File: src/rtl/core/xcfp_pkg.sv
// Package for the XOR-checked command frame parser.
// Holds the frame constants, parse phase and status codes, and the result struct.
// No dependencies.
`default_nettype none

package xcfp_pkg;

   localparam logic [7:0] SYNC_BYTE  = 8'hAA;
   localparam logic [7:0] END_BYTE   = 8'h55;
   localparam logic [7:0] OPC_MOVE   = 8'h01;
   localparam logic [7:0] OPC_DANCE  = 8'h02;
   localparam logic [7:0] OPC_LIGHT  = 8'h03;
   localparam logic [7:0] OPC_STOP   = 8'h04;

   // Parser position within a frame
   typedef enum logic [2:0] {
      PH_HEADER  = 3'd0,
      PH_COMMAND = 3'd1,
      PH_DATA    = 3'd2,
      PH_CHECK   = 3'd3,
      PH_TAIL    = 3'd4
   } phase_type;

   // Frame status, checked in order: tail, checksum, command
   typedef enum logic [1:0] {
      ST_OK        = 2'd0,
      ST_UNKNOWN   = 2'd1,
      ST_CHECKSUM  = 2'd2,
      ST_BAD_TAIL  = 2'd3
   } status_type;

   typedef struct packed {
      logic               valid;
      status_type         status;
      logic [7:0]         command;
      logic signed [15:0] x;
      logic signed [15:0] y;
   } result_type;

   function automatic logic known_command(input logic [7:0] c);
      return (c == OPC_MOVE) || (c == OPC_DANCE) || (c == OPC_LIGHT) || (c == OPC_STOP);
   endfunction

endpackage

`default_nettype wire

File: src/rtl/core/xcfp_frame_fsm.sv
// Frame hunting state machine: tracks the byte position, collects command and
// data, keeps the running XOR, and forms a result at the tail byte.
// Depends on xcfp_pkg.
`default_nettype none

module xcfp_frame_fsm
   import xcfp_pkg::*;
(
   input  wire logic       clock,
   input  wire logic       reset,
   input  wire logic       accept,
   input  wire logic [7:0] rx_byte,
   output logic            at_tail,
   output result_type      result
);

   phase_type   phase_ff, phase_in;
   logic [1:0]  index_ff, index_in;
   logic [7:0]  command_ff, command_in;
   logic [31:0] data_ff, data_in;
   logic [7:0]  xor_ff, xor_in;
   logic        csum_ok_ff, csum_ok_in;

   // State registers
   always_ff @(posedge clock) begin
      if (reset) begin
         phase_ff   <= PH_HEADER;
         index_ff   <= 2'd0;
         command_ff <= 8'd0;
         data_ff    <= 32'd0;
         xor_ff     <= 8'd0;
         csum_ok_ff <= 1'b0;
      end else begin
         phase_ff   <= phase_in;
         index_ff   <= index_in;
         command_ff <= command_in;
         data_ff    <= data_in;
         xor_ff     <= xor_in;
         csum_ok_ff <= csum_ok_in;
      end
   end

   assign at_tail = (phase_ff == PH_TAIL);

   // Next state and result
   always_comb begin
      phase_in       = phase_ff;
      index_in       = index_ff;
      command_in     = command_ff;
      data_in        = data_ff;
      xor_in         = xor_ff;
      csum_ok_in     = csum_ok_ff;
      result.valid   = 1'b0;
      result.status  = ST_OK;
      result.command = command_ff;
      result.x       = data_ff[31:16];
      result.y       = data_ff[15:0];

      if (accept) begin
         unique case (phase_ff)
            PH_COMMAND: begin
               command_in = rx_byte;
               xor_in     = rx_byte;
               data_in    = 32'd0;
               index_in   = 2'd0;
               phase_in   = PH_DATA;
            end
            PH_DATA: begin
               data_in  = {data_ff[23:0], rx_byte};
               xor_in   = xor_ff ^ rx_byte;
               index_in = index_ff + 2'd1;
               if (index_ff == 2'd3) begin
                  phase_in = PH_CHECK;
               end
            end
            PH_CHECK: begin
               csum_ok_in = (rx_byte == xor_ff);
               phase_in   = PH_TAIL;
            end
            PH_TAIL: begin
               result.valid = 1'b1;
               priority if (rx_byte != END_BYTE) begin
                  result.status = ST_BAD_TAIL;
               end else if (!csum_ok_ff) begin
                  result.status = ST_CHECKSUM;
               end else if (!known_command(command_ff)) begin
                  result.status = ST_UNKNOWN;
               end else begin
                  result.status = ST_OK;
               end
               phase_in = PH_HEADER;
            end
            default: begin
               // Header hunt; unused codes behave the same
               phase_in = (rx_byte == SYNC_BYTE) ? PH_COMMAND : PH_HEADER;
            end
         endcase
      end
   end

endmodule

`default_nettype wire

File: src/rtl/core/xor_checked_command_frame_parser.sv
// XOR-checked command frame parser, top level.
//
// Request channel: one received byte (req_rx_byte) per request, taken at a
// clock edge with req_valid high and req_stall low. The parser hunts for
// 8-byte frames: 0xAA, command, X high/low, Y high/low, XOR checksum, 0x55.
// Response channel: one response per frame, issued for the tail position
// byte whatever it holds, carrying status, command, X and Y.
// Latency: the response is valid the cycle after its tail byte is accepted.
// Throughput: one byte per cycle while req_stall is low; the parser state and the
// running XOR are registered, and the response sits in one output register.
// When the receiver stalls, the response holds. Requests keep being taken
// unless the next byte is a tail byte while the output register is still
// occupied and stalled; then req_stall is raised until it drains.
// Reset (synchronous, active high) returns the parser to header hunt and
// empties the output register.
// Depends on xcfp_pkg and xcfp_frame_fsm.
`default_nettype none

module xor_checked_command_frame_parser
   import xcfp_pkg::*;
(
   input  wire logic               clock,
   input  wire logic               reset,
   input  wire logic               req_valid,
   output logic                    req_stall,
   input  wire logic [7:0]         req_rx_byte,
   output logic                    rsp_valid,
   input  wire logic               rsp_stall,
   output logic [1:0]              rsp_frame_status,
   output logic [7:0]              rsp_command_code,
   output logic signed [15:0]      rsp_x_value,
   output logic signed [15:0]      rsp_y_value
);

   logic               accept;
   logic               at_tail;
   logic               take;
   result_type         result;
   logic               valid_ff;
   status_type         status_ff;
   logic [7:0]         command_ff;
   logic signed [15:0] x_ff;
   logic signed [15:0] y_ff;

   // Hold off only a byte that would produce a response into a full, stalled register
   assign req_stall = valid_ff && rsp_stall && at_tail;
   assign accept    = req_valid && !req_stall;
   assign take      = !valid_ff || !rsp_stall;

   xcfp_frame_fsm u_fsm (
      .clock   (clock),
      .reset   (reset),
      .accept  (accept),
      .rx_byte (req_rx_byte),
      .at_tail (at_tail),
      .result  (result)
   );

   // Output register: valid
   always_ff @(posedge clock) begin
      if (reset) begin
         valid_ff <= 1'b0;
      end else if (take) begin
         valid_ff <= result.valid;
      end
   end

   // Output register: payload
   always_ff @(posedge clock) begin
      if (take && result.valid) begin
         status_ff  <= result.status;
         command_ff <= result.command;
         x_ff       <= result.x;
         y_ff       <= result.y;
      end
   end

   assign rsp_valid        = valid_ff;
   assign rsp_frame_status = status_ff;
   assign rsp_command_code = command_ff;
   assign rsp_x_value      = x_ff;
   assign rsp_y_value      = y_ff;

endmodule

`default_nettype wire

File: config.mk
export PLATFORM = sky130hd
export DESIGN_NAME = xor_checked_command_frame_parser
export DESIGN_NICKNAME = d
export VERILOG_FILES = /design/src/rtl/core/xcfp_pkg.sv /design/src/rtl/core/xcfp_frame_fsm.sv /design/src/rtl/core/xor_checked_command_frame_parser.sv
export SDC_FILE = /design/constraint.sdc
export NUM_CORES = 1
export LEC_CHECK = 0
export BUFFER_PORTS_ARGS = -buffer_cell sky130_fd_sc_hd__buf_2
export CORE_UTILIZATION = 33
export CTS_CLUSTER_SIZE = 25
export DETAILED_ROUTE_END_ITERATION = 10
export PLACE_DENSITY_LB_ADDON = 0.05
export SYNTH_ARGS = -nofsm -noshare
export SYNTH_HDL_FRONTEND = slang
export SYNTH_HIERARCHICAL = 1
export SYNTH_SLANG_ARGS = --single-unit
File: constraint.sdc
create_clock -name clock -period 7.15 [get_ports clock]
set_input_delay 1.43 -clock clock [delete_from_list [all_inputs] [get_ports clock]]
set_output_delay 1.43 -clock clock [all_outputs]
set_load 0.1 [all_outputs]
==> flow_summary.yaml, run 1 <==
synthesis:
  yosysMostFrequentCell: "dfxtp_1"
  synth_edf_count: 42
  ys_seq_area_share_pct: 62.9
  synth_top_cell_by_area: "edfxtp_1"
  synthesis.nets: 347
  yosys-top-cells-count: "dfxtp_1, edfxtp_1, o21ai_0"
  ys_async_sr_fraction_pct: 0
  yosysWarnings: 6
  avgSynthCellArea_um2: 11.2
  ys_ff_latch: 97
  synth_area_leaders: "edfxtp_1, dfxtp_1, o21ai_0"
  synth_cell_types: 42
  ys.flop_type: "dfxtp_1"
  syn-cell-area_um2: 3760
  syn_inst: 334
  synth_top_area_share_pct: 33.6
global_route:
  track_usage_pct: 14.6
  antenna_found_initial: 0
  grt_pass1_wl_um: 12700
  grt-ovfl-total: 0
  grt_max_degree: 57
  grt_pass1_vias: 2363
clock_network:
  cts_buffers: 9
  clock-sinks: 97
  htree_levels: 3
  clkTransAtPathRegs_ps: 60
  cts_max_path_buffers: 2
  cts-root-buf: "clkbuf_16"
  postCtsResizedCells: 0
  clock_latency_ps: 340
  cts_setup_buffers: 0
  cts_tree: "yes"
  hold_buffers: 0
placement:
  io_buffers: 55
  dp_hpwl_um: 4900
  place_area_um2: 4130
  dp_cells: 507
  gp_congestion: 0.683
detailed_routing:
  drc: 0
  ant_nets: 0
  totalWireLength_um: 8010
  vias_per_cell: 4.94
  drtPass1Iterations: 4
  wire_per_inst_um: 15.3
  vias: 2586
  drtIter0Drc: 101
final_layout:
  fin_nets: 391
  multi_input_area_um2: 1240
  final_area_um2: 4390
  n_fill_cell: 1123
  stdcell_count: 523
  seqCellArea_um2: 2360
  n_antenna_cell: 0
  area_delta_synth_final_pct: 16.9
  drive_above_1_share_pct: 21.4
setup_path:
  cp_max_fo: 3
  path_class: "in -> out"
  ff2ff_setup_slack_ps: 4110
  required_ps: 5720
  critPathArrivalTime_ps: 2160
  startpoint_type: "input pin"
  endpoint_kind: "primary output"
sta:
  fin_setup_tns_ps: 0
  fin_crit_sh_pct: 50.3
  rsz0062_at_grt: "false"
  maxSlewHeadroom_pct: 19.3
  clock_skew_ps: 5.30
  slew_viol_final: 0
  min_period_ps: 3590
  timing_worst_slew_pin_value_ps: 1190
  hold_viol_final: 0
  setup_violations: 0
  max_freq_mhz: 278
floorplanning:
  core_um2: 11000
  die_w_um: 109
  initial_utilization_pct: 34.2
  std_cell_rows: 38
  die_h_um: 109
  dieArea_um2: 11800
  io_pins: 56
power:
  p_leak_nw: 1.53
  power_density_nw_per_um2: 249
  vdd_drop_max_mv: 0.117
run_status:
  status: "completed"
hold_path:
  min_path_type: "reg -> reg"
flow_run:
  cap_violations: 0
[final timing paths]
path / from / end / depth (start not counted)
worst min-delay path: u_fsm/data_ff[28]$_SDFFE_PP0P_ / rsp_x_value[12]$_DFFE_PP_ / 0
worst max-delay path: rsp_stall / req_stall / 3
worst min register to register: u_fsm/data_ff[28]$_SDFFE_PP0P_ / rsp_x_value[12]$_DFFE_PP_ / 0
worst max register to register: u_fsm/phase_ff[0]$_SDFFE_PP0P_ / u_fsm/command_ff[2]$_SDFFE_PP0P_ / 7
[registers in the layout, summed over array words and instances, names as in the netlist]
register,flops
rsp_y_value,16
u_fsm/xor_ff,8
rsp_command_code,8
rsp_frame_status,2
u_fsm/phase_ff,3
u_fsm/data_ff,32
u_fsm/command_ff,8
rsp_x_value,16
u_fsm/index_ff,2
rsp_valid,1
u_fsm/csum_ok_ff,1
[cell type report]
| type | instances | share of cell area, % |
|---|---|---|
| clock inverters | 5 | 0.769 |
| inverters | 10 | 0.855 |
| flip-flops and latches | 97 | 53.8 |
| multi-input cells | 201 | 28.3 |
| well taps | 140 | 3.99 |
| clock buffers | 11 | 5.30 |
| repair buffers | 59 | 6.95 |
[layer usage]
layer	up-vias	global-route usage [%]	wire length, um
li1	1301	-	-
met1	1217	21.6	4230
met2	58	19.8	3290
met3	10	3.35	350
met4	0	6.85	139
met5	-	0	0
[cells in the final DEF, fill, tap and decap left out, drive strengths merged, types with 2 or more instances in the layout]
| master | count |
|---|---|
| inv | 10 |
| clkbuf | 11 |
| nand2 | 33 |
| a31oi | 8 |
| clkinvlp | 2 |
| xor2 | 8 |
| a2111o | 8 |
| clkinv | 3 |
| or3b | 2 |
| nand2b | 8 |
| edfxtp | 42 |
| nor4 | 3 |
| nand3 | 8 |
| nor4bb | 3 |
| dfxtp | 55 |
| buf | 59 |
| a21oi | 40 |
| nor2 | 11 |
| o21ai | 42 |
| mux2i | 8 |
[metrics by stage]
step	setup slack (ps)	power, mW	hold WS, ps	util [%]
finish	3560	1.09	422	40.0
global route	3530	1.14	438	40.0
CTS	3550	1.11	424	40.0
detailed placement	3500	0.670	413	37.6
global placement	3540	0.669	413	37.6
floorplan	1090	0.650	402	-
[worst max-delay path: stages]
cell and delay (ps):
buf_2 120, and3_4 190, buf_2 420
[kinds of logic after synthesis]
family	after synthesis	synth area share, %
compound gates	105	16.2
xor+xnor	9	2.30
fa+ha+maj	1	0.333
buf+inv	36	4.76
flops	97	62.9
mux	8	2.13
simple gates	78	11.4
[report_power, final]
part           internal, mW  switching, mW  total [mW]
logic                0.0206         0.0456      0.0663
registers             0.581        0.00905       0.590
clock network         0.235          0.200       0.435
(Power assumes the default switching activity.)
==> inputs of run 2 (changes only) <==
Clock period 7.15 ns to 3.4 ns, I/O delays scaled along.
==> run 2 against run 1 <==
Utilization grew 0.43 points. Sequential share of layout area shrank 0.58 points. Count of clock-buffer cells in the layout shrank 2. Critical path depth grew 6. Flip-flop and latch count is the same. Global-route usage grew 0.22 points. First-iteration DRC count shrank 15%. Clock power grew 120%. Sequential power grew 110%. Power grew 120%. Combinational power grew 110%. Largest power group unchanged.
==> flow_summary.yaml, run 2 (synthesis results as in run 1) <==
final_layout:
  utilization_pct: 40.4
  regMostFlops: "u_fsm/data_ff"
  n_antenna_cell: 0
  n_fill_cell: 1097
  final_area_um2: 4440
  drive_above_1_share_pct: 22.1
  area_delta_synth_final_pct: 18.1
  fin_nets: 393
  layout_common_cells: "buf_2, dfxtp_1, edfxtp_1"
  largest_reg_flops: 32
flow_run:
  cap_violations: 0
global_route:
  antenna_found_initial: 0
  met2_usage_pct: 20.3
  grt_pass1_wl_um: 13000
  grt_max_degree: 51
  gr-usage-met1_pct: 22.5
  grt_pass1_vias: 2416
  use_met3_pct: 2.57
  top_usage_layer: "met1"
  track_usage_pct: 14.8
  grt-ovfl-total: 0
clock_network:
  htree_levels: 3
  cts_tree: "yes"
  hold_buffers: 0
  cts-root-buf: "clkbuf_16"
  cts_buffers: 9
  cts_max_path_buffers: 2
  clock-sinks: 97
  postCtsResizedCells: 0
  cts_setup_buffers: 0
  clock_latency_ps: 340
  clkTransAtPathRegs_ps: 70
sta:
  fin_setup_tns_ps: 0
  min_period_ps: 2820
  setup_violations: 0
  slew_viol_final: 0
  maxSlewHeadroom_pct: 47.2
  timing_worst_slew_pin_value_ps: 791
  rsz0062_at_grt: "false"
  hold_viol_final: 0
  fin_crit_sh_pct: 82.9
  max_freq_mhz: 355
  clock_skew_ps: 7.77
detailed_routing:
  wire_per_inst_um: 15.6
  ant_nets: 0
  totalWireLength_um: 8190
  drc: 0
  vias: 2590
  drtIter0Drc: 86
  vias_per_cell: 4.93
  drtPass1Iterations: 4
hold_path:
  min_path_type: "reg -> reg"
  hold_path_end: "rsp_x_value[11]$_DFFE_PP_"
  whs_path_depth: 0
  min_from: "u_fsm/data_ff[27]$_SDFFE_PP0P_"
floorplanning:
  core_um2: 11000
  std_cell_rows: 38
  initial_utilization_pct: 34.2
  die_w_um: 109
  io_pins: 56
  die_h_um: 109
  dieArea_um2: 11800
setup_path:
  path_cells: "nand2b_1 -> nor2_1 -> and3_4 -> nor2b_2 -> buf_4 -> or3b_1 -> inv_1 -> a21boi_4 -> buf_12"
  path_class: "reg -> reg"
  worstRegToRegCells: 9
  cp_top_family: "simple AND/OR/NAND/NOR gates"
  startpoint_type: "flip-flop"
  endpoint_kind: "flip-flop"
  regToRegEndpoint: "rsp_y_value[2]$_DFFE_PP_"
  r2r-start: "u_fsm/phase_ff[0]$_SDFFE_PP0P_"
  critPathBufInv: 3
  ff2ff_setup_slack_ps: 580
  cp_max_fo: 32
  critPathArrivalTime_ps: 2850
  required_ps: 3430
  crit_path_top_delay_cell: "dfxtp_1"
  cpPeakStageDelay_ps: 620
placement:
  dp_hpwl_um: 5090
  place_area_um2: 4150
  gp_congestion: 0.692
  io_buffers: 55
power:
  vdd_drop_max_mv: 0.268
  power_density_nw_per_um2: 532
  p_leak_nw: 1.56
  total_power_mw: 2.36
run_status:
  status: "completed"
run 2: changes by cell type in the layout (fill, tap and decap cells not counted):
cell / change
inv_8: +3
clkbuf_1: -2
clkinv_2: -2
buf_12: +1
buf_4: +1
clkinv_1: +1
clkinv_4: -1
inv_6: +1
run 2: power by group:
group	switching, mW	internal (mW)	leakage, nW	total (mW)
registers	0.0193	1.22	0.833	1.24
logic	0.0970	0.0447	0.589	0.142
clock network	0.466	0.512	0.135	0.978
total	0.582	1.78	1.56	2.36
run 2: cell type report:
type	count	area (um^2)	area share, %
Clock buffer	9	225	5.07
Clock inverter	7	61.3	1.38
Inverter	10	37.5	0.846
Multi-Input combinational cell	201	1240	28.0
Sequential cell	97	2360	53.2
Tap cell	140	175	3.95
Timing Repair Buffer	61	333	7.50
run 2: metrics by stage:
stage / hold WS [ps] / setup slack, ps / cells
5_1_grt: 449 / 412 / 525
6_report: 425 / 581 / 525
2_1_floorplan: 402 / 342 / 334
4_1_cts: 431 / 547 / 525
3_3_place_gp: 414 / 611 / 509
3_5_place_dp: 414 / 572 / 509
run 2: worst register-to-register path: cells and delay by family (launching register included):
| family | cells | cell delay [ps] |
|---|---|---|
| buffers and inverters | 3 | 520 |
| AOI/OAI and AO/OA | 1 | 400 |
| and+or+nand+nor | 5 | 950 |
| DFF | 1 | 620 |
run 2: layer usage:
| layer | vias to the layer above | routed length (um) |
|---|---|---|
| li1 | 1304 | - |
| met5 | - | 0 |
| met3 | 9 | 246 |
| met2 | 42 | 3450 |
| met1 | 1235 | 4360 |
| met4 | 0 | 134 |
run 2: how the worst max path moves through the flow:
stage	to	cells after the start	startpoint	slack, ps
after detailed placement	rsp_y_value[14]$_DFFE_PP_	9	u_fsm/phase_ff[0]$_SDFFE_PP0P_	570
after global placement	rsp_y_value[4]$_DFFE_PP_	9	u_fsm/phase_ff[0]$_SDFFE_PP0P_	610
after floorplan	rsp_command_code[0]$_DFFE_PP_	6	rsp_valid$_SDFFE_PP0P_	340
after CTS	rsp_y_value[2]$_DFFE_PP_	9	u_fsm/phase_ff[0]$_SDFFE_PP0P_	550
after global routing	rsp_y_value[2]$_DFFE_PP_	9	u_fsm/phase_ff[0]$_SDFFE_PP0P_	410
final	rsp_y_value[2]$_DFFE_PP_	9	u_fsm/phase_ff[0]$_SDFFE_PP0P_	580
